==> src/spline_table_pair_energy_force_defines.svh <==
// ---------------------------------------------------------------------------
// Assertion macros for the tabulated pair energy and force block
// Shared helpers for concurrent checks; each expands to one labeled assert.
// ---------------------------------------------------------------------------
`ifndef SPLINE_TABLE_PAIR_ENERGY_FORCE_DEFINES_SVH
`define SPLINE_TABLE_PAIR_ENERGY_FORCE_DEFINES_SVH

// Check that cons holds in the same cycle as ante.
`define STPEF_ASSERT_NOW(lbl, ante, cons, msg) \
    lbl: assert property (@(posedge clk) disable iff (!rst_n) (ante) |-> (cons)) \
        else $error(msg);

// Check that cons holds in the cycle after ante.
`define STPEF_ASSERT_NEXT(lbl, ante, cons, msg) \
    lbl: assert property (@(posedge clk) disable iff (!rst_n) (ante) |=> (cons)) \
        else $error(msg);

`endif

==> src/stpef_pkg.sv <==
// ---------------------------------------------------------------------------
// stpef_pkg
// Types, codes and saturation helpers for the spline pair energy block.
// ---------------------------------------------------------------------------
package stpef_pkg;

    localparam int NUM_TYPES_DEF = 4;
    localparam int NUM_KNOTS_DEF = 256;

    localparam int APB_AW = 4;

    // register indexes
    localparam logic [1:0] REG_CUTOFF    = 2'd0;
    localparam logic [1:0] REG_KNOT_SP   = 2'd1;
    localparam logic [1:0] REG_INV_KNOT  = 2'd2;

    localparam logic [30:0] CUTOFF_RST   = 31'd655360;
    localparam logic [30:0] KNOT_SP_RST  = 31'd2560;
    localparam logic [30:0] INV_KNOT_RST = 31'd1677722;

    // item modes
    localparam logic [1:0] MODE_LOAD  = 2'd0;
    localparam logic [1:0] MODE_EVAL  = 2'd1;
    localparam logic [1:0] MODE_CLEAR = 2'd2;
    // report the totals only
    localparam logic [1:0] MODE_NONE  = 2'd3;

    // 0.0001 in Q16.16
    localparam logic signed [31:0] SMALL_Q = 32'sd7;

    // multiplier operand selects
    localparam logic [3:0] M_NONE = 4'd0;
    localparam logic [3:0] M_DINV = 4'd1;
    localparam logic [3:0] M_KS   = 4'd2;
    localparam logic [3:0] M_QQ   = 4'd3;
    localparam logic [3:0] M_HORN = 4'd4;
    localparam logic [3:0] M_EE   = 4'd5;
    localparam logic [3:0] M_CC   = 4'd6;
    localparam logic [3:0] M_FX   = 4'd7;
    localparam logic [3:0] M_FY   = 4'd8;
    localparam logic [3:0] M_FZ   = 4'd9;

    // uses of the registered product
    localparam logic [3:0] P_NONE = 4'd0;
    localparam logic [3:0] P_R    = 4'd1;
    localparam logic [3:0] P_DIF  = 4'd2;
    localparam logic [3:0] P_QQ   = 4'd3;
    localparam logic [3:0] P_HORN = 4'd4;
    localparam logic [3:0] P_EE   = 4'd5;
    localparam logic [3:0] P_CC   = 4'd6;
    localparam logic [3:0] P_FX   = 4'd7;
    localparam logic [3:0] P_FY   = 4'd8;
    localparam logic [3:0] P_FZ   = 4'd9;

    typedef struct packed {
        logic [1:0]         mode;
        logic [1:0]         type_i;
        logic [1:0]         type_j;
        logic [30:0]        dist_req;
        logic signed [31:0] charge_i;
        logic signed [31:0] charge_j;
        logic signed [31:0] disp_x;
        logic signed [31:0] disp_y;
        logic signed [31:0] disp_z;
        logic               partner_local;
        logic [31:0]        owner_id;
        logic [31:0]        partner_id;
    } stpef_in_t;

    typedef struct packed {
        logic               pair_kept;
        logic signed [31:0] vdw_energy;
        logic signed [31:0] ele_energy;
        logic signed [31:0] force_scale;
        logic signed [31:0] force_x;
        logic signed [31:0] force_y;
        logic signed [31:0] force_z;
        logic signed [47:0] total_vdw;
        logic signed [47:0] total_ele;
    } stpef_out_t;

    typedef struct packed {
        logic [30:0] cutoff;
        logic [30:0] knot_spacing;
        logic [30:0] inv_knot_spacing;
    } stpef_cfg_t;

    typedef struct packed {
        logic       latch;
        logic       set_kept;
        logic [3:0] mul_sel;
        logic [3:0] prod_op;
        logic       acc_load;
        logic       st_en;
        logic [1:0] st_sel;
        logic       rd_en;
        logic [1:0] rd_curve;
        logic [1:0] rd_coef;
        logic       fs_en;
        logic       tot_en;
        logic       clr_tot;
        logic       wr_en;
    } stpef_cmd_t;

    typedef struct packed {
        logic [1:0] mode;
        logic       kept;
        logic       load_ok;
    } stpef_stat_t;

    function automatic logic signed [31:0] sat32(input logic signed [67:0] x);
        if (x > 68'sd2147483647)
            return 32'sh7fffffff;
        else if (x < -68'sd2147483648)
            return 32'sh80000000;
        else
            return x[31:0];
    endfunction

    function automatic logic signed [47:0] sat48(input logic signed [48:0] x);
        if (x > 49'sd140737488355327)
            return 48'sh7fffffffffff;
        else if (x < -49'sd140737488355328)
            return 48'sh800000000000;
        else
            return x[47:0];
    endfunction

endpackage

==> src/stpef_cfg.sv <==
// ---------------------------------------------------------------------------
// stpef_cfg
// APB register file for cutoff and knot spacing values.
// ---------------------------------------------------------------------------
module stpef_cfg import stpef_pkg::*;
(
    input  logic              clk,
    input  logic              rst_n,
    input  logic              psel,
    input  logic              penable,
    input  logic              pwrite,
    input  logic [APB_AW-1:0] paddr,
    input  logic [31:0]       pwdata,
    output logic [31:0]       prdata,
    output logic              pready,
    output stpef_cfg_t        cfg
);

    logic [30:0] cutoff_reg;
    logic [30:0] knot_sp_reg;
    logic [30:0] inv_knot_reg;
    logic        wr;

    assign pready = 1'b1;
    assign wr     = psel && penable && pwrite;

    always_ff @(posedge clk or negedge rst_n)
    begin
        if (!rst_n)
        begin
            cutoff_reg   <= CUTOFF_RST;
            knot_sp_reg  <= KNOT_SP_RST;
            inv_knot_reg <= INV_KNOT_RST;
        end
        else if (wr)
        begin
            case (paddr[3:2])
                REG_CUTOFF:   cutoff_reg   <= pwdata[30:0];
                REG_KNOT_SP:  knot_sp_reg  <= pwdata[30:0];
                REG_INV_KNOT: inv_knot_reg <= pwdata[30:0];
                default:      ;
            endcase
        end
    end

    always_comb
    begin
        case (paddr[3:2])
            REG_CUTOFF:   prdata = {1'b0, cutoff_reg};
            REG_KNOT_SP:  prdata = {1'b0, knot_sp_reg};
            REG_INV_KNOT: prdata = {1'b0, inv_knot_reg};
            default:      prdata = 32'd0;
        endcase
    end

    assign cfg.cutoff           = cutoff_reg;
    assign cfg.knot_spacing     = knot_sp_reg;
    assign cfg.inv_knot_spacing = inv_knot_reg;

endmodule

==> config.mk <==
export PLATFORM = sky130hd
export DESIGN_NAME = stpef_cfg
export DESIGN_NICKNAME = d
export VERILOG_FILES = /design/src/spline_table_pair_energy_force_defines.svh /design/src/stpef_pkg.sv /design/src/stpef_cfg.sv
export SDC_FILE = /design/constraint.sdc
export NUM_CORES = 1
export LEC_CHECK = 0
export ABC_AREA = 1
export BUFFER_PORTS_ARGS = -buffer_cell sky130_fd_sc_hd__buf_4
export CELL_PAD_IN_SITES_DETAIL_PLACEMENT = 1
export CELL_PAD_IN_SITES_GLOBAL_PLACEMENT = 1
export CORE_ASPECT_RATIO = 0.5
export CORE_MARGIN = 2
export CORE_UTILIZATION = 34
export CTS_CLUSTER_SIZE = 8
export DETAILED_ROUTE_END_ITERATION = 8
export PLACE_DENSITY_LB_ADDON = 0.08
export SYNTH_ARGS = -nofsm -noshare
export SYNTH_HDL_FRONTEND = slang
export SYNTH_SLANG_ARGS = --single-unit
==> constraint.sdc <==
create_clock -name clk -period 0.8 [get_ports clk]
set_input_delay 0.08 -clock clk [delete_from_list [all_inputs] [get_ports clk]]
set_output_delay 0.08 -clock clk [all_outputs]
set_load 0.02 [all_outputs]
# Word-level counts from Yosys, hierarchy flattened
# Index checks and enable logic that the tools add are counted.
dict set report word_totals {
  word_cells 12
  register_bits 93
  in_bits 41
}
dict set report op_classes {
  muxes 1
  n_reduce_logical 6
  n_eq_ne 2
}
# operator n
set op_table {}
lappend op_table {{one-hot mux 31 bit (3 select lines)} 1}
lappend op_table {{AND reduction 2 bit} 3}
lappend op_table {{equality test 2 x 1 -> 1 bit, second input constant} 1}
lappend op_table {{equality test 2 bit, second input constant} 1}
lappend op_table {{logical AND 1 bit} 2}
lappend op_table {{logical NOT 2 bit} 1}

# Longest topological paths before layout
# Gate-level depths: netlist (run 1).
dict set report logic_depth {
  word_depth 3
  mapped_depth 7
  depth_no_buf 6
}

# Least setup slack after synthesis (run 1)
# No wires, ideal clock.
dict set report synth_timing {
  kind {register to output}
  startpoint {reg knot_sp_reg[11]}
  endpoint {out prdata[11]}
  setup_slack_ns -0.111
  arrival_time_ns 0.831
  stages_incl_launch_ff 3
  required_time_ns 0.720
  path_cell_list {dfstp_2 > nand2_1 > nand3_1}
}
dict set report synth_between {
  elab_chain_len 1
}
# element line_no
set synth_lines {}
lappend synth_lines {{start: declaration} stpef_cfg.sv:20} ;# logic [30:0] knot_sp_reg;
lappend synth_lines {{start signal: assignment} stpef_cfg.sv:39} ;# REG_KNOT_SP: knot_sp_reg <= pwdata[30:0];
lappend synth_lines {{one-hot mux 31 bit (3 select lines)} stpef_cfg.sv:48} ;# case (paddr[3:2])
lappend synth_lines {{end: declaration} stpef_cfg.sv:14} ;# output logic [31:0] prdata,
# Every way passes these cells.

# Worst setup path after layout (run 1)
dict set report layout_timing {
  startpoint {reg inv_knot_reg[15]}
  endpoint {out prdata[15]}
}
dict set report layout_between {
  elab_chain_len 1
}
# element line_no
set layout_lines {}
lappend layout_lines {{start: declaration} stpef_cfg.sv:21} ;# logic [30:0] inv_knot_reg;
lappend layout_lines {{start signal: assignment} stpef_cfg.sv:40} ;# REG_INV_KNOT: inv_knot_reg <= pwdata[30:0];
lappend layout_lines {{one-hot mux 31 bit (3 select lines)} stpef_cfg.sv:48}
# Every way passes these cells.

==> results.ini, run 1 <==
[clock_tree]
clockBufferDepth=2
cts.clk_slew.worst_paths_ps=70
numCtsBuffers=9
htree_levels=3
cts_tree=yes
ctsRootBufferMaster=clkbuf_16
cts.sinks=93
clock_latency_ps=350

[critical_path]
regToRegStartpoint=inv_knot_reg[7]
rr_worst_depth=5
startpoint=inv_knot_reg[15]
r2r_slack_ps=-200
reg2reg_to=inv_knot_reg[7]
cp-end-kind=output port
arrival_ps=1230
cp-start-kind=flip-flop
required_ps=720
criticalPathCategory=flip-flop to output port
crit_fanout=3

[die]
die_height_um=82.00
ios=167
core_um2=11840
dieArea_um2=13120
die_w_um=160.0
fp-row-count=28
start_util_pct=34.93

[sta]
fin_crit_sh_pct=163.3
setup_viol=174
layout_min_cycle_time_ps=1307
final.setup_skew_ps=0
rsz0062_at_grt=yes
drv_slew=0
timing_hold_violations_final=0
fin_ws_ps=-506.6
fmax_mhz=765.3

[power]
power_uw=21460
leakage_uw=0.004530
vdd_drop_max_uv=1285
pwr_density_cell_nw_per_um2=2524

[grt]
grt_pass1_vias=5505
grt_max_degree=22
grt_overflow=0
antenna_found_initial=1
grt_usage_pct=29.51
grt_first_pass_wirelength_um=29640

[min_path]
hold_class=input pin to asynchronous set/reset pin

[layout]
syn2layout_area_growth_pct=105.6
final_cell_area_um2=8506
fill_cells=1270
multi_input_area_um2=2002
nNetsFinal=899
drive_above_1_share_pct=50.87
final_util_pct=71.83
finalNonFillerCells=1029
regArea_um2=2346

[run]
max-cap-violations=0

[detailed_routing]
vias=5533
drc=0
drtIter0Drc=346
vias_per_cell=5.377
routedWlPerCell_um=25.62
first_pass_iters=5
detail-route-antenna-nets=0
drt-total-wl_um=26370

[yosys]
yosysWarnings=0
synth_compound_area_share_pct=0
yosys.area_share.simple_pct=39.02
yosys.area_share.adder_pct=0
syn_inst=545
synth_seq_cells=93
synth_cell_types=12
ys_seq_area_share_pct=56.72
syn_nets=586
synth_area_per_cell_um2=7.590
synth_top_family_by_area=simple AND/OR/NAND/NOR gates
synth-xor-area-share_pct=0
syn-cell-area_um2=4136
yosys-mux-area-fraction_pct=0

[placed_design]
port_buffers=161
dp_cells=897
dp_hpwl_um=11060
post_dp_cell_area_um2=6132
place_congestion=0.7530

[run_status]
violations=negative setup slack
status=complete, but fails checks

-- critical path: stages (launching register included) --
cell and delay (ps):
dfstp_2 580, nand2_2 80, nand3_2 90, buf_6 120
-- report_power, final --
group          total, µW  internal [µW]  switching (µW)
clock network       4670           2620            2050
logic               9790           5100            4690
registers           7000           5780            1220
total              21500          13500            7960
-- per-layer routing --
layer / track usage (%) / vias up / wire, µm
met3: 6.717 / 109 / 1644
li1: - / 2281 / -
met5: 0 / - / 0
met1: 35.54 / 2837 / 10360
met2: 54.11 / 306 / 13110
met4: 8.829 / 0 / 1259
-- kinds of logic after synthesis --
| family | after synthesis |
|---|---|
| AND/OR/NAND/NOR | 416 |
| buffers and inverters | 34 |
| other | 2 |
| flip-flops | 93 |
-- through the flow --
stage,setup slack (ps),hold WS (ps),TNS (ps)
after CTS,-417.4,158.4,-34870
after global placement,-233.2,-17.29,-24590
after floorplan,-55.29,-215.6,-571.5
final,-506.6,169.8,-43640
after global routing,-521.5,177.0,-47130
after detailed placement,-296.1,-15.46,-29870
-- Yosys cell counts --
master     n  area (µm²)
inv_1      1       3.750
nor2_1     2       7.510
nand2_1  379        1423
dfrtp_1   78        1952
nand3_2    1       10.01
nor2_2     3       18.77
inv_2      4       15.01
dfstp_2   15       394.1
buf_4      2       15.01
buf_2     27       135.1
nand3_1   31       155.2
conb_1     2       7.510
-- cell type report --
type | instances | share of cell area (%)
antenna | 1 | 0.02942
tap | 165 | 2.427
multi-input combinational | 418 | 23.54
timing repair buffer | 331 | 42.48
sequential | 93 | 27.58
clock inverter | 4 | 0.6472
clock buffer | 12 | 3.016
inverter | 5 | 0.2795
-- worst max path at each step --
stage,cells past startpoint,to
after floorplan,2,prdata[11]
after CTS,3,prdata[15]
after global routing,3,prdata[15]
after detailed placement,8,cutoff_reg[8]
final,3,prdata[15]
after global placement,8,prdata[30]
-- cells in the final DEF (no fill, tap or decap), drive strengths merged --
master,count
clkinv,1
dfstp,15
clkinvlp,1
nor2,5
inv,6
nand3,32
clkbuf,16
nand2,379
dfrtp,78
diode,1
conb,2
buf,295
dlygate4sd3,32
bufinv,1
-- what timing repair did --
item,in CTS,in global routing
hold endpoints to repair,175,0
gates resized for setup,181,118
cloned,0,4
setup buffers,45,36
pin swaps,45,53
hold buffers,32,0
endpoints found under the setup margin,127,203
(Power assumes the default switching activity.)
==> run 2, diff against run 1 <==
--- a/config.mk
+++ b/config.mk
@@ -15,6 +15,7 @@
 export CTS_CLUSTER_SIZE = 8
 export DETAILED_ROUTE_END_ITERATION = 8
 export PLACE_DENSITY_LB_ADDON = 0.08
+export REMOVE_ABC_BUFFERS = 1
 export SYNTH_ARGS = -nofsm -noshare
 export SYNTH_HDL_FRONTEND = slang
 export SYNTH_SLANG_ARGS = --single-unit
==> results.ini, run 2 <==
[run_status]
status=stopped before the end
lastStage=global routing (5_1_grt)
tool.error=[ERROR DPL-0033] detailed placement checks failed during check placement.

[yosys]
synthTopCellsByArea=dfrtp_1 (47%), nand2_1 (34%), dfstp_2 (9.5%)
synth_seq_cells=93
synth-xor-area-share_pct=0
synth_edf_count=0
yosysWarnings=0
yosys.area_share.adder_pct=0
ys.flop_type=dfrtp_1
ys_seq_area_share_pct=56.72
synth_compound_area_share_pct=0
yosysMostFrequentCell=nand2_1
syn-cell-area_um2=4136
async_flop_share_pct=100.0
yosys.area_share.simple_pct=39.02
yosysTopAreaCell=dfrtp_1
synth_cell_types=12
synth_top_family_by_area=simple AND/OR/NAND/NOR gates
synthTopCellsByCount=nand2_1 (379), dfrtp_1 (78), nand3_1 (31)
syn_inst=545
synth_top_area_share_pct=47.19
synth_area_per_cell_um2=7.590
yosys-mux-area-fraction_pct=0

[sta]
worst-ep-kind=primary output
grt-worst-endpoint=prdata[19]

[placed_design]
dp_hpwl_um=10950
place_congestion=0.7742
port_buffers=161

[die]
fp-row-count=28
die_w_um=160.0
die_height_um=82.00
start_util_pct=34.93
ios=167

[clock_tree]
clockBufferDepth=2
htree_levels=3
numCtsBuffers=9
ctsRootBufferMaster=clkbuf_16
cts.sinks=93

[grt]
grt_max_degree=32
antenna_found_initial=0

==> run 2: cell counts after synthesis <==
Identical to the previous run, type by type.
==> run 2: kinds of logic after synthesis <==
logic type	count (synthesis)
and+or+nand+nor	416
DFF	93
buffers and inverters	34
other	2
==> run 2: through the flow <==
| step | instances | setup WS (ps) | area [µm²] | TNS [ps] | util [%] |
|---|---|---|---|---|---|
| CTS | 1000 | -438.9 | 7834 | -35850 | 66.16 |
| detailed placement | 902 | -362.9 | 6037 | -36720 | 50.98 |
| global placement | 902 | -333.5 | 6037 | -35210 | 50.98 |
| floorplan | 516 | -1364 | 3986 | -92610 | - |
==> run 2: what timing repair did <==
action	CTS
cloned	0
hold endpoints to repair	172
hold buffers	32
endpoints found under the setup margin	128
pin swaps	56
gates resized for setup	213
buffers inserted	50
==> run 3, diff against run 2 <==
--- a/config.mk
+++ b/config.mk
@@ -7,14 +7,10 @@
 export LEC_CHECK = 0
 export ABC_AREA = 1
 export BUFFER_PORTS_ARGS = -buffer_cell sky130_fd_sc_hd__buf_4
-export CELL_PAD_IN_SITES_DETAIL_PLACEMENT = 1
-export CELL_PAD_IN_SITES_GLOBAL_PLACEMENT = 1
-export CORE_ASPECT_RATIO = 0.5
 export CORE_MARGIN = 2
-export CORE_UTILIZATION = 34
-export CTS_CLUSTER_SIZE = 8
+export CORE_UTILIZATION = 40
 export DETAILED_ROUTE_END_ITERATION = 8
-export PLACE_DENSITY_LB_ADDON = 0.08
+export PLACE_DENSITY_LB_ADDON = 0.15
 export REMOVE_ABC_BUFFERS = 1
 export SYNTH_ARGS = -nofsm -noshare
 export SYNTH_HDL_FRONTEND = slang
==> results.ini, run 3 (synthesis gave the netlist of run 1 again) <==
[detailed_routing]
vias=4878
drc=0
vias_per_cell=4.998
first_pass_iters=5
drtIter0Drc=381
drt-total-wl_um=16340
detail-route-antenna-nets=0
routedWlPerCell_um=16.74

[power]
vdd_drop_max_uv=1291
swShare_pct=36.05
leakage_uw=0.004255
power_uw=18340
power_frac_seq_pct=36.8
p_switching_uw=6610
pwr_density_cell_nw_per_um2=2340
clock_power_share_pct=16.2
internal_power_uw=11730
power_frac_comb_pct=47.0

[sta]
hold-worst-slack_ps=253.0
layout_min_cycle_time_ps=1258
final.setup_skew_ps=0
fin_tns_setup_ps=-40130
rsz0062_at_grt=yes
fin_ws_ps=-457.7
drv_slew=0
fmax_mhz=795.1
setup_viol=138
timing_hold_violations_final=0
fin_crit_sh_pct=157.2

[placed_design]
port_buffers=161
dp_hpwl_um=8707
dp_slack_ps=-326.9
place_congestion=0.7555

[die]
ios=167
die_height_um=105.7
die_w_um=105.7
fp-row-count=37
dieArea_um2=11170
start_util_pct=40.61
core_um2=10180

[clock_tree]
cts_tree=yes
cts.clk_slew.worst_paths_ps=90
clock_latency_ps=360
ctsRootBufferMaster=clkbuf_8
clockBufferDepth=2
cts.sinks=93
htree_levels=3
numCtsBuffers=9

[layout]
final_util_pct=76.94
nNetsFinal=876
layout_common_cells=nand2_1 (348), buf_6 (193), dfrtp_1 (78)
n_antenna_cell=0
drive_above_1_share_pct=44.52
final_common_cell=nand2_1
syn2layout_area_growth_pct=89.44

[critical_path]
regToRegStartpoint=inv_knot_reg[3]
required_ps=720
criticalPathCategory=flip-flop to output port
crit_fanout=2
arrival_ps=1180
critical_path.cell_chain=nand2_1 -> nand3_2 -> buf_6
crit_path_max_incr_delay_ps=550
cp-start-kind=flip-flop
rr_worst_depth=4
startpoint=inv_knot_reg[12]
cp_slowest_cell=dfstp_2
cp-end-kind=output port

[min_path]
hold_class=input pin to asynchronous set/reset pin

[grt]
grt_max_degree=51
grt_pass1_vias=4473
grt_usage_pct=26.90
grt_overflow=0
grt_first_pass_wirelength_um=23500
antenna_found_initial=0

[run_status]
status=complete, but fails checks
violations=negative setup slack

[run]
max-cap-violations=0

==> run 3: path summary, 6_finish.rpt <==
path | slack [ps] | end
min reg2reg | 490 | inv_knot_reg[19]
max in group asynchronous | 230 | inv_knot_reg[20]
max | -460 | prdata[12]
max reg2reg | -110 | inv_knot_reg[3]
min in group clk | 280 | cutoff_reg[17]
min | 250 | cutoff_reg[5]
==> run 3: critical path, delay by kind of cell, from the launching register on <==
family / cells / cell delay (ps)
buffers and inverters: 1 / 120
DFF: 1 / 550
and+or+nand+nor: 2 / 150
==> run 3: power groups by stage <==
stage               registers (µW)  logic, µW  clock network [µW]
floorplan                     7740       1410                   0
global placement              6590       5630                   0
detailed placement            6610       5720                   0
CTS                           6700       7430                2970
global route                  6830       9100                3170
finish                        6740       8620                2970
==> run 3: repair_timing <==
item / CTS / global route
pin swaps: 49 / 28
resized for setup: 190 / 66
setup endpoints to repair: 128 / 138
hold buffers: 32 / 0
setup buffers: 25 / 47
hold endpoints to repair: 186 / 0
==> run 3: metrics by stage <==
| stage | std cells | instance area [µm²] |
|---|---|---|
| floorplan | 516 | 3986 |
| global placement | 862 | 5896 |
| detailed placement | 862 | 5896 |
| CTS | 935 | 7303 |
| global route | 976 | 7836 |
| finish | 976 | 7836 |
==> run 3: final cells by class <==
class                      instances  area (µm²)
tap                              136       170.2
sequential                        93        2346
clock inverter                     4       32.53
inverter                           5       18.77
timing repair buffer             308        3267
clock buffer                      12       145.1
multi-input combinational        418        1857
fill                             684        2349
==> run 3: routing by layer <==
layer	vias up	track usage, %	routed length, µm
met5	-	0	0
met2	258	44.56	8518
met3	24	4.700	1296
met4	0	7.895	218
li1	2228	-	-
met1	2368	36.32	6302
==> run 4, diff against run 3 <==
--- a/config.mk
+++ b/config.mk
@@ -8,9 +8,9 @@
 export ABC_AREA = 1
 export BUFFER_PORTS_ARGS = -buffer_cell sky130_fd_sc_hd__buf_4
 export CORE_MARGIN = 2
-export CORE_UTILIZATION = 40
+export CORE_UTILIZATION = 48
 export DETAILED_ROUTE_END_ITERATION = 8
-export PLACE_DENSITY_LB_ADDON = 0.15
+export PLACE_DENSITY = 0.84
 export REMOVE_ABC_BUFFERS = 1
 export SYNTH_ARGS = -nofsm -noshare
 export SYNTH_HDL_FRONTEND = slang
==> results.ini, run 4 <==
[die]
start_util_pct=49.84
ios=167
die_height_um=96.83
fp-row-count=33
die_w_um=96.83

[yosys]
async_flop_share_pct=100.0
yosysWarnings=0
syn_inst=545
syn-cell-area_um2=4136
synth_seq_cells=93
yosysTopAreaCell=dfrtp_1
yosysMostFrequentCell=nand2_1
synthTopCellsByArea=dfrtp_1 (47%), nand2_1 (34%), dfstp_2 (9.5%)
ys_seq_area_share_pct=56.72
synth_top_area_share_pct=47.19
synthTopCellsByCount=nand2_1 (379), dfrtp_1 (78), nand3_1 (31)
synth_edf_count=0
synth_area_per_cell_um2=7.590
ys.flop_type=dfrtp_1
synth_cell_types=12

[placed_design]
place_congestion=0.8454
dp_hpwl_um=9256
port_buffers=161
dp_slack_ps=-259.5

[run_status]
tool.error=[ERROR DPL-0033] detailed placement checks failed during check placement.
status=stopped before the end
lastStage=global routing (5_1_grt)

[sta]
grt-worst-endpoint=prdata[17]
worst-ep-kind=primary output

[clock_tree]
cts.sinks=93
numCtsBuffers=9
clockBufferDepth=2
htree_levels=3
ctsRootBufferMaster=clkbuf_8

[grt]
grt_max_degree=26
antenna_found_initial=1

run 4: cell counts after synthesis:
No cell type changed its count.
run 4: stage by stage:
stage,utilization (%),setup TNS [ps],hold WS [ps],cell area [µm²],instances
CTS,89.33,-34930,178.6,7413,924
detailed placement,69.37,-24470,0.06045,5757,829
global placement,69.37,-21740,-3.089,5757,829
floorplan,-,-92610,-215.6,3986,516
run 4: cell families after synthesis:
group / after synthesis / share of synthesized area (%)
AND/OR/NAND/NOR: 416 / 39.02
flip-flops: 93 / 56.72
buffers and inverters: 34 / 4.083
other: 2 / 0.1816
run 4: what timing repair did:
| item | CTS |
|---|---|
| pin swaps | 52 |
| resized for setup | 185 |
| cloned | 0 |
| hold buffers | 32 |
| hold endpoints to repair | 175 |
| endpoints found under the setup margin | 133 |
| buffers inserted | 47 |
