## src/spline_table_pair_energy_force_defines.svh

```systemverilog
// ---------------------------------------------------------------------------
// Assertion macros for the tabulated pair energy and force block
// Shared helpers for concurrent checks; each expands to one labeled assert.
// ---------------------------------------------------------------------------
`ifndef SPLINE_TABLE_PAIR_ENERGY_FORCE_DEFINES_SVH
`define SPLINE_TABLE_PAIR_ENERGY_FORCE_DEFINES_SVH

// Check that cons holds in the same cycle as ante.
`define STPEF_ASSERT_NOW(lbl, ante, cons, msg) \
    lbl: assert property (@(posedge clk) disable iff (!rst_n) (ante) |-> (cons)) \
        else $error(msg);

// Check that cons holds in the cycle after ante.
`define STPEF_ASSERT_NEXT(lbl, ante, cons, msg) \
    lbl: assert property (@(posedge clk) disable iff (!rst_n) (ante) |=> (cons)) \
        else $error(msg);

`endif

```

## src/stpef_pkg.sv

```systemverilog
// ---------------------------------------------------------------------------
// stpef_pkg
// Types, codes and saturation helpers for the spline pair energy block.
// ---------------------------------------------------------------------------
package stpef_pkg;

    localparam int NUM_TYPES_DEF = 4;
    localparam int NUM_KNOTS_DEF = 256;

    localparam int APB_AW = 4;

    // register indexes
    localparam logic [1:0] REG_CUTOFF    = 2'd0;
    localparam logic [1:0] REG_KNOT_SP   = 2'd1;
    localparam logic [1:0] REG_INV_KNOT  = 2'd2;

    localparam logic [30:0] CUTOFF_RST   = 31'd655360;
    localparam logic [30:0] KNOT_SP_RST  = 31'd2560;
    localparam logic [30:0] INV_KNOT_RST = 31'd1677722;

    // item modes
    localparam logic [1:0] MODE_LOAD  = 2'd0;
    localparam logic [1:0] MODE_EVAL  = 2'd1;
    localparam logic [1:0] MODE_CLEAR = 2'd2;
    // report the totals only
    localparam logic [1:0] MODE_NONE  = 2'd3;

    // 0.0001 in Q16.16
    localparam logic signed [31:0] SMALL_Q = 32'sd7;

    // multiplier operand selects
    localparam logic [3:0] M_NONE = 4'd0;
    localparam logic [3:0] M_DINV = 4'd1;
    localparam logic [3:0] M_KS   = 4'd2;
    localparam logic [3:0] M_QQ   = 4'd3;
    localparam logic [3:0] M_HORN = 4'd4;
    localparam logic [3:0] M_EE   = 4'd5;
    localparam logic [3:0] M_CC   = 4'd6;
    localparam logic [3:0] M_FX   = 4'd7;
    localparam logic [3:0] M_FY   = 4'd8;
    localparam logic [3:0] M_FZ   = 4'd9;

    // uses of the registered product
    localparam logic [3:0] P_NONE = 4'd0;
    localparam logic [3:0] P_R    = 4'd1;
    localparam logic [3:0] P_DIF  = 4'd2;
    localparam logic [3:0] P_QQ   = 4'd3;
    localparam logic [3:0] P_HORN = 4'd4;
    localparam logic [3:0] P_EE   = 4'd5;
    localparam logic [3:0] P_CC   = 4'd6;
    localparam logic [3:0] P_FX   = 4'd7;
    localparam logic [3:0] P_FY   = 4'd8;
    localparam logic [3:0] P_FZ   = 4'd9;

    typedef struct packed {
        logic [1:0]         mode;
        logic [1:0]         type_i;
        logic [1:0]         type_j;
        logic [30:0]        dist_req;
        logic signed [31:0] charge_i;
        logic signed [31:0] charge_j;
        logic signed [31:0] disp_x;
        logic signed [31:0] disp_y;
        logic signed [31:0] disp_z;
        logic               partner_local;
        logic [31:0]        owner_id;
        logic [31:0]        partner_id;
    } stpef_in_t;

    typedef struct packed {
        logic               pair_kept;
        logic signed [31:0] vdw_energy;
        logic signed [31:0] ele_energy;
        logic signed [31:0] force_scale;
        logic signed [31:0] force_x;
        logic signed [31:0] force_y;
        logic signed [31:0] force_z;
        logic signed [47:0] total_vdw;
        logic signed [47:0] total_ele;
    } stpef_out_t;

    typedef struct packed {
        logic [30:0] cutoff;
        logic [30:0] knot_spacing;
        logic [30:0] inv_knot_spacing;
    } stpef_cfg_t;

    typedef struct packed {
        logic       latch;
        logic       set_kept;
        logic [3:0] mul_sel;
        logic [3:0] prod_op;
        logic       acc_load;
        logic       st_en;
        logic [1:0] st_sel;
        logic       rd_en;
        logic [1:0] rd_curve;
        logic [1:0] rd_coef;
        logic       fs_en;
        logic       tot_en;
        logic       clr_tot;
        logic       wr_en;
    } stpef_cmd_t;

    typedef struct packed {
        logic [1:0] mode;
        logic       kept;
        logic       load_ok;
    } stpef_stat_t;

    function automatic logic signed [31:0] sat32(input logic signed [67:0] x);
        if (x > 68'sd2147483647)
            return 32'sh7fffffff;
        else if (x < -68'sd2147483648)
            return 32'sh80000000;
        else
            return x[31:0];
    endfunction

    function automatic logic signed [47:0] sat48(input logic signed [48:0] x);
        if (x > 49'sd140737488355327)
            return 48'sh7fffffffffff;
        else if (x < -49'sd140737488355328)
            return 48'sh800000000000;
        else
            return x[47:0];
    endfunction

endpackage

```

## src/stpef_ctrl.sv

```systemverilog
// ---------------------------------------------------------------------------
// stpef_ctrl
// Sequencer: steps one item through decode, Horner passes and force scaling.
// ---------------------------------------------------------------------------
`include "spline_table_pair_energy_force_defines.svh"

module stpef_ctrl import stpef_pkg::*;
(
    input  logic        clk,
    input  logic        rst_n,
    input  logic        in_valid,
    output logic        in_ready,
    output logic        out_valid,
    input  logic        out_ready,
    input  stpef_stat_t stat,
    output stpef_cmd_t  cmd
);

    localparam logic [4:0] ST_IDLE   = 5'd0;
    localparam logic [4:0] ST_DECODE = 5'd1;
    localparam logic [4:0] ST_R      = 5'd2;
    localparam logic [4:0] ST_KS     = 5'd3;
    localparam logic [4:0] ST_DIF    = 5'd4;
    localparam logic [4:0] ST_LOAD   = 5'd5;
    localparam logic [4:0] ST_MUL    = 5'd6;
    localparam logic [4:0] ST_ADD    = 5'd7;
    localparam logic [4:0] ST_SCE    = 5'd8;
    localparam logic [4:0] ST_SCC    = 5'd9;
    localparam logic [4:0] ST_FSC    = 5'd10;
    localparam logic [4:0] ST_FSUM   = 5'd11;
    localparam logic [4:0] ST_FX     = 5'd12;
    localparam logic [4:0] ST_FY     = 5'd13;
    localparam logic [4:0] ST_FZ     = 5'd14;
    localparam logic [4:0] ST_FW     = 5'd15;
    localparam logic [4:0] ST_DONE   = 5'd16;

    logic [4:0] state_reg, state_next;
    logic [1:0] curve_reg, curve_next;
    logic [1:0] coef_reg, coef_next;

    assign in_ready  = (state_reg == ST_IDLE);
    assign out_valid = (state_reg == ST_DONE);

    always_comb
    begin
        cmd        = '0;
        state_next = state_reg;
        curve_next = curve_reg;
        coef_next  = coef_reg;
        case (state_reg)
            ST_IDLE:
            begin
                if (in_valid)
                begin
                    cmd.latch  = 1'b1;
                    state_next = ST_DECODE;
                end
            end
            ST_DECODE:
            begin
                cmd.mul_sel = M_DINV;
                state_next  = ST_DONE;
                case (stat.mode)
                    MODE_LOAD:  cmd.wr_en   = stat.load_ok;
                    MODE_CLEAR: cmd.clr_tot = 1'b1;
                    MODE_EVAL:
                    begin
                        if (stat.kept)
                        begin
                            cmd.set_kept = 1'b1;
                            state_next   = ST_R;
                        end
                    end
                    default:    ;
                endcase
            end
            ST_R:
            begin
                cmd.prod_op = P_R;
                cmd.mul_sel = M_QQ;
                state_next  = ST_KS;
            end
            ST_KS:
            begin
                cmd.prod_op = P_QQ;
                cmd.mul_sel = M_KS;
                state_next  = ST_DIF;
            end
            ST_DIF:
            begin
                cmd.prod_op  = P_DIF;
                cmd.rd_en    = 1'b1;
                cmd.rd_curve = 2'd0;
                cmd.rd_coef  = 2'd3;
                curve_next   = 2'd0;
                state_next   = ST_LOAD;
            end
            ST_LOAD:
            begin
                // start a curve from its cube term; park the previous curve
                cmd.acc_load = 1'b1;
                cmd.st_en    = (curve_reg != 2'd0);
                cmd.st_sel   = curve_reg - 2'd1;
                cmd.rd_en    = 1'b1;
                cmd.rd_curve = curve_reg;
                cmd.rd_coef  = 2'd2;
                coef_next    = 2'd2;
                state_next   = ST_MUL;
            end
            ST_MUL:
            begin
                cmd.mul_sel = M_HORN;
                state_next  = ST_ADD;
            end
            ST_ADD:
            begin
                cmd.prod_op = P_HORN;
                if (coef_reg != 2'd0)
                begin
                    cmd.rd_en    = 1'b1;
                    cmd.rd_curve = curve_reg;
                    cmd.rd_coef  = coef_reg - 2'd1;
                    coef_next    = coef_reg - 2'd1;
                    state_next   = ST_MUL;
                end
                else if (curve_reg != 2'd3)
                begin
                    cmd.rd_en    = 1'b1;
                    cmd.rd_curve = curve_reg + 2'd1;
                    cmd.rd_coef  = 2'd3;
                    curve_next   = curve_reg + 2'd1;
                    state_next   = ST_LOAD;
                end
                else
                begin
                    state_next = ST_SCE;
                end
            end
            ST_SCE:
            begin
                cmd.st_en   = 1'b1;
                cmd.st_sel  = 2'd3;
                cmd.mul_sel = M_EE;
                state_next  = ST_SCC;
            end
            ST_SCC:
            begin
                cmd.prod_op = P_EE;
                cmd.mul_sel = M_CC;
                state_next  = ST_FSC;
            end
            ST_FSC:
            begin
                cmd.prod_op = P_CC;
                state_next  = ST_FSUM;
            end
            ST_FSUM:
            begin
                cmd.fs_en  = 1'b1;
                state_next = ST_FX;
            end
            ST_FX:
            begin
                cmd.mul_sel = M_FX;
                state_next  = ST_FY;
            end
            ST_FY:
            begin
                cmd.prod_op = P_FX;
                cmd.mul_sel = M_FY;
                state_next  = ST_FZ;
            end
            ST_FZ:
            begin
                cmd.prod_op = P_FY;
                cmd.mul_sel = M_FZ;
                state_next  = ST_FW;
            end
            ST_FW:
            begin
                cmd.prod_op = P_FZ;
                cmd.tot_en  = 1'b1;
                state_next  = ST_DONE;
            end
            ST_DONE:
            begin
                if (out_ready)
                    state_next = ST_IDLE;
            end
            default:
            begin
                state_next = ST_IDLE;
            end
        endcase
    end

    always_ff @(posedge clk or negedge rst_n)
    begin
        if (!rst_n)
        begin
            state_reg <= ST_IDLE;
            curve_reg <= 2'd0;
            coef_reg  <= 2'd0;
        end
        else
        begin
            state_reg <= state_next;
            curve_reg <= curve_next;
            coef_reg  <= coef_next;
        end
    end

    `STPEF_ASSERT_NEXT(a_accept_decode, in_valid && in_ready, state_reg == ST_DECODE, "accepted item skipped decode")
    `STPEF_ASSERT_NEXT(a_mul_then_add, state_reg == ST_MUL, state_reg == ST_ADD, "Horner multiply not followed by add")
    `STPEF_ASSERT_NEXT(a_last_curve, state_reg == ST_ADD && coef_reg == 2'd0 && curve_reg == 2'd3, state_reg == ST_SCE, "fourth curve did not end Horner passes")
    `STPEF_ASSERT_NOW(a_side_effects, 1'b1, $onehot0({cmd.wr_en, cmd.clr_tot, cmd.tot_en}), "conflicting table or total updates")

endmodule

```

## config.mk

```make
export PLATFORM = sky130hd
export DESIGN_NAME = stpef_ctrl
export DESIGN_NICKNAME = d
export VERILOG_FILES = /design/src/stpef_pkg.sv /design/src/stpef_ctrl.sv
export VERILOG_INCLUDE_DIRS = /design/src /design/src/src
export SDC_FILE = /design/constraint.sdc
export NUM_CORES = 1
export LEC_CHECK = 0
export ABC_AREA = 1
export BUFFER_PORTS_ARGS = -buffer_cell sky130_fd_sc_hd__buf_2
export CAP_MARGIN = 20
export CORE_MARGIN = 10
export CORE_UTILIZATION = 43
export CTS_CLUSTER_DIAMETER = 120
export CTS_CLUSTER_SIZE = 28
export DETAILED_ROUTE_END_ITERATION = 10
export GPL_TIMING_DRIVEN = 1
export PLACE_DENSITY = 0.84
export SLEW_MARGIN = 10
export SYNTH_ARGS = -nofsm -noshare
export SYNTH_HDL_FRONTEND = slang
export SYNTH_SLANG_ARGS = --single-unit
```

## constraint.sdc

```tcl
create_clock -name clk -period 1.46 [get_ports clk]
set_clock_uncertainty 0.15 [all_clocks]
set_input_delay 0.146 -clock clk [delete_from_list [all_inputs] [get_ports clk]]
set_output_delay 0.146 -clock clk [all_outputs]
set_load 0.02 [all_outputs]
```

==> flow_summary_export.csv, run 1 <==
group,metric,value,unit
place,place.gp.congestion,0.861,
place,placed_area,1320,µm²
clock_network,numCtsBuffers,3,
place,dpl.hpwl,2520,µm
run_status,haltStage,"global routing",
synth,yosysWarnings,0,
clock_network,cts-root-buf,"clkbuf_4",
synth,synth_area_leaders,"dfrtp_1 (27%), nand2_1 (18%), nand3_1 (10%)",
global_route,grt_max_degree,10,
floorplanning,die_h,63.9,µm
run_status,stop_error,"[ERROR DPL-0038] Utilization greater than 100%, impossible to legalize",
clock_network,ctsHtreeMaxLevel,1,
synth,yosysTopAreaCellShare,27.1,%
place,io_buffers,32,
place,place_ws,-130,ps
sta,grt-worst-endpoint,"cmd[6]",
synth,synthCells,140,
floorplanning,die_w,63.9,µm
synth,synth_nets,151,
floorplanning,io_pins,33,
run_status,status,"did not finish",
sta,worstEpCategory,"output port",
synth,yosys.area.top_type,"dfrtp_1",
clock_network,numClockSinks,9,
synth,ys_types,20,
synth,synth_area,830,µm²
clock_network,clk_path_buf_depth,2,
synth,avgSynthCellArea,5.93,µm²
floorplanning,start_util,46.5,%
floorplanning,rows,15,
synth,ys_seq_elements,9,
synth,seq_area_frac_synth,27.1,%
## per-stage QoR
stage          std cells  util (%)
2_1_floorplan        140         -
3_3_place_gp         228      73.8
3_5_place_dp         228      73.8
4_1_cts              240      94.9
## cells in the mapped netlist
cell type   n
a21oi_1     5
clkinv_1    1
dfrtp_1     9
ha_1        3
inv_1      17
inv_2       8
nand2_1    40
nand2_2     1
nand3_1    17
nand3_2     1
nand4_1     1
nor2_1     17
nor2_2      1
nor2_4      1
nor3_1      3
nor3_2      1
nor4_1      2
o211ai_1    3
o21ai_0     7
o21ai_1     2
## cell families after synthesis
logic type	share of synthesized area, %
flip-flops	27.1
AO/OA/AOI/OAI	11.2
AND/OR/NAND/NOR	45.4
buffers and inverters	11.8
adder cells (fa/ha/maj)	4.53
## repair_timing
| item | CTS |
|---|---|
| pin swaps | 15 |
| gates cloned | 0 |
| endpoints found under the hold margin | 9 |
| setup endpoints to repair | 33 |
| hold buffers | 1 |
| buffers inserted | 7 |
| gates resized for setup | 87 |
==> run 2: changes to the inputs <==
CORE_AREA = 10 10 71 73   (was unset)
CORE_MARGIN = unset   (was 10)
CORE_UTILIZATION = unset   (was 43)
CTS_CLUSTER_DIAMETER = unset   (was 120)
CTS_CLUSTER_SIZE = unset   (was 28)
DIE_AREA = 0 0 81 83   (was unset)
PLACE_DENSITY = unset   (was 0.84)
PLACE_DENSITY_LB_ADDON = 0.15   (was unset)
clock period = 1.9 ns   (was 1.46 ns; I/O delays follow)
==> run 2 against run 1 <==
Effect of this change:
- the run now ends clean
- synthesized cell count is the same
- area after synthesis did not move
==> flow_summary_export.csv, run 2 <==
group,metric,value,unit
floorplanning,dieArea,6720,µm²
synth,synth_common_cells,"nand2_1 (40), inv_1 (17), nand3_1 (17), nor2_1 (17), dfrtp_1 (9)",
global_route,antenna_found_initial,0,
synth,yosysMostFrequentCell,"nand2_1",
clock_network,ctsHtreeMaxLevel,1,
cells_and_area,final_area,1210,µm²
worst_setup_path,critPathMaxStageDelay,460,ps
worst_setup_path,worst-setup-path-type,"flip-flop to primary output",
floorplanning,rows,22,
route,dr.pass1.iters,4,
worst_setup_path,worst_r2r_path_depth,5,
synth,yosysTopAreaCellShare,27.1,%
cells_and_area,layout.cells.non_filler,231,
worst_setup_path,path_cells,"nor2_1 > inv_2 > nor4_1 > buf_2",
min_path,hold_start,"out_ready",
synth,synth_nets,151,
worst_setup_path,cp_max_fo,6,
global_route,grt_pass1_vias,922,
power,peakVddDrop,0.505,mV
synth,synth_area,830,µm²
synth,yosysWarnings,0,
clock_network,clk_path_buf_depth,2,
sta,fin_crit_sh,98.9,%
sta,grt_setup_unrepaired,"yes",
cells_and_area,final_common_cell,"nand2_1",
synth,synth_top_family_by_area,"simple AND/OR/NAND/NOR gates",
clock_network,cts_tree,"built",
cells_and_area,nFillCells,416,
synth,ys_types,20,
synth,synthCells,140,
synth,synth_compound_area_share,11.2,%
run_status,status,"finished clean",
worst_setup_path,start_kind,"flip-flop",
sta,period_needed,1880,ps
floorplanning,io_pins,33,
synth,seq_area_frac_synth,27.1,%
worst_setup_path,critical_path_arrival,1540,ps
route,drcViolationCount,0,
worst_setup_path,cp-end-kind,"primary output",
job,drv_cap,0,
global_route,overflow,0,
floorplanning,die_w,81,µm
place,place_inst,221,
clock_network,numCtsBuffers,3,
sta,setup_viol,0,
synth,synth_enable_flop_cells,0,
synth,synthXorXnorAreaFrac,0,%
sta,tightestPinTransition,343,ps
cells_and_area,areaGrowthSynthToFinish,46.0,%
place,io_buffers,32,
synth,synthFlopType,"dfrtp_1",
synth,synthArstFlopShare,100,%
worst_setup_path,cp_slowest_cell,"dfrtp_2",
power,power.leakage,0.715,nW
place,placed_area,1060,µm²
synth,yosys.area.top_type,"dfrtp_1",
worst_setup_path,r2r-start,"coef_reg[0]",
min_path,hold-path-endpoint,"state_reg[4]",
sta,hold_viol,0,
worst_setup_path,critPathBufInv,2,
floorplanning,die_h,83,µm
place,dpl.hpwl,2360,µm
floorplanning,start_util,22.8,%
sta,fmax,532,MHz
route,vias,1036,
cells_and_area,antenna_cells,0,
clock_network,cts-root-buf,"clkbuf_8",
clock_network,clock_latency,230,ps
synth,yosys-mux-area-fraction,0,%
cells_and_area,layout_common_cells,"nand2_1 (38), buf_2 (31), inv_1 (16), nor2_1 (16), nand3_1 (15)",
cells_and_area,drive_gt1_share,36.6,%
route,routed_wl,2880,µm
worst_setup_path,critPathRequiredTime,1560,ps
worst_setup_path,crit_family,"simple AND/OR/NAND/NOR gates",
global_route,grt_max_degree,10,
place,place.gp.congestion,0.782,
clock_network,clkTransAtPathRegs,40,ps
clock_network,numClockSinks,9,
route,ant_nets,0,
power,p_per_area,1240,nW/µm²
floorplanning,core_area,3630,µm²
global_route,grt_use_total,7.84,%
synth,synth_area_leaders,"dfrtp_1 (27%), nand2_1 (18%), nand3_1 (10%)",
cells_and_area,largest_register_ffs,5,
worst_setup_path,r2r_end,"state_reg[1]",
route,post_drt_wl_per_cell,12.4,µm
sta,slew_violations,0,
synth,yosys.area_share.simple,45.4,%
synth,synth_fa_ha_area_share,4.52,%
global_route,grt_pass1_wl,4360,µm
synth,avgSynthCellArea,5.93,µm²
route,drt_iter0_drc,79,
synth,ys_seq_elements,9,
route,via_per_inst,4.48,
min_path,hold_depth,4,
worst_setup_path,reg2reg_slack,350,ps
sta,maxSlewHeadroom,77.1,%
cells_and_area,nNetsFinal,195,
min_path,hold_class,"primary input to flip-flop",
==> run 2: cell counts after synthesis <==
Identical to the previous run, type by type.
==> run 2: area by class of cell <==
class                           count  area, µm²  share of cell area [%]
Multi-Input combinational cell    105        561                    46.3
Sequential cell                     9        230                    19.0
Timing Repair Buffer               39        218                    18.0
Inverter                           26       97.6                    8.06
Tap cell                           48       60.1                    4.96
Clock buffer                        4       45.0                    3.72
==> run 2: how the worst max path moves through the flow <==
stage	end	from	cells after the start	slack, ps
6_report	out_valid	state_reg[1]	4	20
5_1_grt	cmd[14]	state_reg[4]	6	-80
2_1_floorplan	cmd[0]	state_reg[3]	3	140
3_3_place_gp	out_valid	state_reg[1]	4	200
3_5_place_dp	cmd[6]	state_reg[4]	8	150
4_1_cts	cmd[7]	coef_reg[0]	7	6
==> run 2: metal layers <==
layer	share of wire [%]	global-route usage, %	vias up
li1	-	-	541
met1	44	10.1	457
met2	45	11.7	34
met3	10	2.59	4
met4	0.87	2.82	0
met5	0	0	-
==> run 2: stage by stage <==
stage | utilization, % | TNS [ps] | hold slack [ps] | power [W] | worst slack (ps)
after floorplan | - | 0 | -256 | 0.000899 | 140
after global placement | 29.1 | 0 | -92.7 | 0.00117 | 199
after detailed placement | 29.1 | 0 | -90.4 | 0.00116 | 155
after CTS | 31.6 | 0 | 155 | 0.00144 | 5.88
after global routing | 33.3 | -614 | 170 | 0.00163 | -77.9
final | 33.3 | 0 | 151 | 0.00150 | 21.3
==> run 2: worst reg2reg max path, cell delays in order (launching register included) <==
cell      delay (ps)
dfrtp_1          370
inv_1            150
ha_4             210
inv_1            100
o211ai_1         310
nand3_1          120
==> run 2: timing repair <==
item,4_1_cts,5_1_grt
hold buffers,1,0
resized for setup,7,12
endpoints found under the setup margin,6,16
setup buffers,2,3
cloned,0,0
endpoints found under the hold margin,9,0
pin swaps,1,2
==> run 2: cell families (layout without fill, tap and decap cells) <==
group	Yosys count	in the layout
AND/OR/NAND/NOR	85	85
buffers and inverters	26	69
AO/OA/AOI/OAI	17	17
flip-flops	9	9
adder cells (fa/ha/maj)	3	3
==> run 2: power breakdown <==
group	internal [W]	switching, W	leakage (nW)
Sequential	0.000249	0.0000783	0.115
Combinational	0.000316	0.000633	0.577
Clock	0.000146	0.0000782	0.0228
No activity file was read; power rests on OpenSTA's default activity.
==> run 3: changes to the inputs <==
BUFFER_PORTS_ARGS = unset   (was -buffer_cell sky130_fd_sc_hd__buf_2)
CELL_PAD_IN_SITES_DETAIL_PLACEMENT = 1   (was unset)
CELL_PAD_IN_SITES_GLOBAL_PLACEMENT = 1   (was unset)
DONT_BUFFER_PORTS = 1   (was unset)
RECOVER_POWER = 100   (was unset)
==> run 3 against run 2 <==
Effect of this change:
- global-route usage up 1.2 points
- critical endpoint is now cmd[4]
- the flow now finishes with violations (negative setup slack)
- hold slack worse by 69 ps
- sequential power up 3%
- cell area down 1.5%
==> flow_summary_export.csv, run 3 (synthesis gave the netlist of run 2 again) <==
group,metric,value,unit
run_status,status,"finished with violations",
run_status,violations,"negative setup slack",
worst_setup_path,r2r-start,"coef_reg[0]",
min_path,hold_depth,3,
worst_setup_path,r2r_end,"state_reg[1]",
global_route,overflow,0,
sta,maxSlewHeadroom,67.3,%
floorplanning,rows,22,
place,io_buffers,0,
route,via_per_inst,4.62,
worst_setup_path,critPathRequiredTime,1560,ps
floorplanning,dieArea,6720,µm²
cells_and_area,final_common_cell,"nand2_1",
floorplanning,die_w,81,µm
clock_network,ctsHtreeMaxLevel,1,
job,drv_cap,0,
worst_setup_path,cp_max_fo,6,
worst_setup_path,cp-end-kind,"primary output",
sta,setup_viol,1,
place,place.gp.congestion,0.731,
power,total_power,0.00155,W
cells_and_area,nFillCells,484,
route,drt_iter0_drc,50,
route,ant_nets,0,
route,post_drt_wl_per_cell,15.0,µm
route,drcViolationCount,0,
global_route,grt_use_total,9.00,%
sta,final.setup.tns,-21.8,ps
global_route,grt_pass1_wl,4990,µm
global_route,grt_max_degree,10,
cells_and_area,largest_register_ffs,5,
min_path,hold_start,"out_ready",
worst_setup_path,worst-setup-path-type,"flip-flop to primary output",
floorplanning,core_area,3630,µm²
cells_and_area,layout_common_cells,"nand2_1 (38), buf_4 (22), nor2_1 (16)",
cells_and_area,antenna_cells,0,
clock_network,cts-root-buf,"clkbuf_8",
clock_network,numClockSinks,9,
global_route,antenna_found_initial,0,
clock_network,clk_path_buf_depth,2,
sta,fmax,520,MHz
min_path,hold-path-endpoint,"state_reg[4]",
power,peakVddDrop,0.685,mV
worst_setup_path,cp_slowest_cell,"dfrtp_1",
route,dr.pass1.iters,4,
sta,fin_crit_sh,101,%
sta,grt_setup_unrepaired,"yes",
min_path,hold_class,"primary input to flip-flop",
clock_network,numCtsBuffers,3,
sta,hold_viol,0,
sta,period_needed,1920,ps
global_route,grt_pass1_vias,993,
worst_setup_path,reg2reg_slack,320,ps
worst_setup_path,start_kind,"flip-flop",
clock_network,cts_tree,"built",
worst_setup_path,critPathMaxStageDelay,450,ps
place,place_ws,138,ps
clock_network,clkTransAtPathRegs,40,ps
route,vias,993,
sta,finalWorstSetupSlack,-21.8,ps
place,dpl.hpwl,2600,µm
route,routed_wl,3220,µm
power,power.leakage,0.655,nW
worst_setup_path,path_cells,"nor2_1 > nand2_1 > o21ai_1 > buf_4",
floorplanning,io_pins,33,
cells_and_area,drive_gt1_share,32.9,%
worst_setup_path,critical_path_arrival,1580,ps
cells_and_area,final_core_util,32.8,%
cells_and_area,areaGrowthSynthToFinish,43.7,%
sta,slew_violations,0,
cells_and_area,nNetsFinal,179,
floorplanning,start_util,22.8,%
power,p_per_area,1300,nW/µm²
clock_network,clock_latency,220,ps
sta,tightestPinTransition,489,ps
floorplanning,die_h,83,µm
worst_setup_path,worst_r2r_path_depth,5,
## run 3: how the worst max path moves through the flow
| stage | from | end | slack (ps) | depth (start not counted) |
|---|---|---|---|---|
| after floorplan | state_reg[3] | cmd[0] | 140 | 3 |
| after global placement | state_reg[4] | cmd[6] | 210 | 8 |
| final | state_reg[1] | cmd[4] | -20 | 4 |
| after global routing | state_reg[1] | cmd[9] | -100 | 4 |
| after detailed placement | state_reg[4] | cmd[6] | 140 | 8 |
| after CTS | state_reg[4] | cmd[10] | 6 | 6 |
## run 3: critical path: cells and delay by family (launching register included)
family / cells / cell delay, ps
AND/OR/NAND/NOR: 2 / 590
flip-flops: 1 / 450
buffers and inverters: 1 / 160
AO/OA/AOI/OAI: 1 / 150
## run 3: area by class of cell
type / instances / area [µm²] / area share [%]
multi-input cells: 105 / 582 / 48.8
flip-flops and latches: 9 / 230 / 19.3
repair buffers: 23 / 175 / 14.7
inverters: 26 / 100 / 8.39
well taps: 48 / 60.1 / 5.04
clock buffers: 4 / 45.0 / 3.78
## run 3: power breakdown
| part | internal (W) | switching, W | total, W |
|---|---|---|---|
| logic | 0.000340 | 0.000663 | 0.00100 |
| clock network | 0.000145 | 0.0000666 | 0.000212 |
| registers | 0.000249 | 0.0000872 | 0.000336 |
| total | 0.000734 | 0.000817 | 0.00155 |
## run 3: per-stage QoR
stage	area [µm²]	cells	hold slack, ps
global placement	1010	204	-255
CTS	1100	210	57.4
global route	1190	215	110
floorplan	830	140	-256
finish	1190	215	82.6
detailed placement	1010	204	-255
## run 3: what timing repair did
item                                    CTS  global route
endpoints found under the hold margin     9             0
pin swaps                                 2             3
hold buffers                              1             0
setup buffers                             1             5
endpoints found under the setup margin    7            17
gates resized for setup                   7            16
## run 3: metal layers
layer | global-route usage [%] | share of wire, % | wire length, µm
met1 | 11.0 | 43 | 1380
met2 | 14.3 | 48 | 1550
met3 | 3.23 | 8.3 | 267
met4 | 2.35 | 0.59 | 19
met5 | 0 | 0 | 0
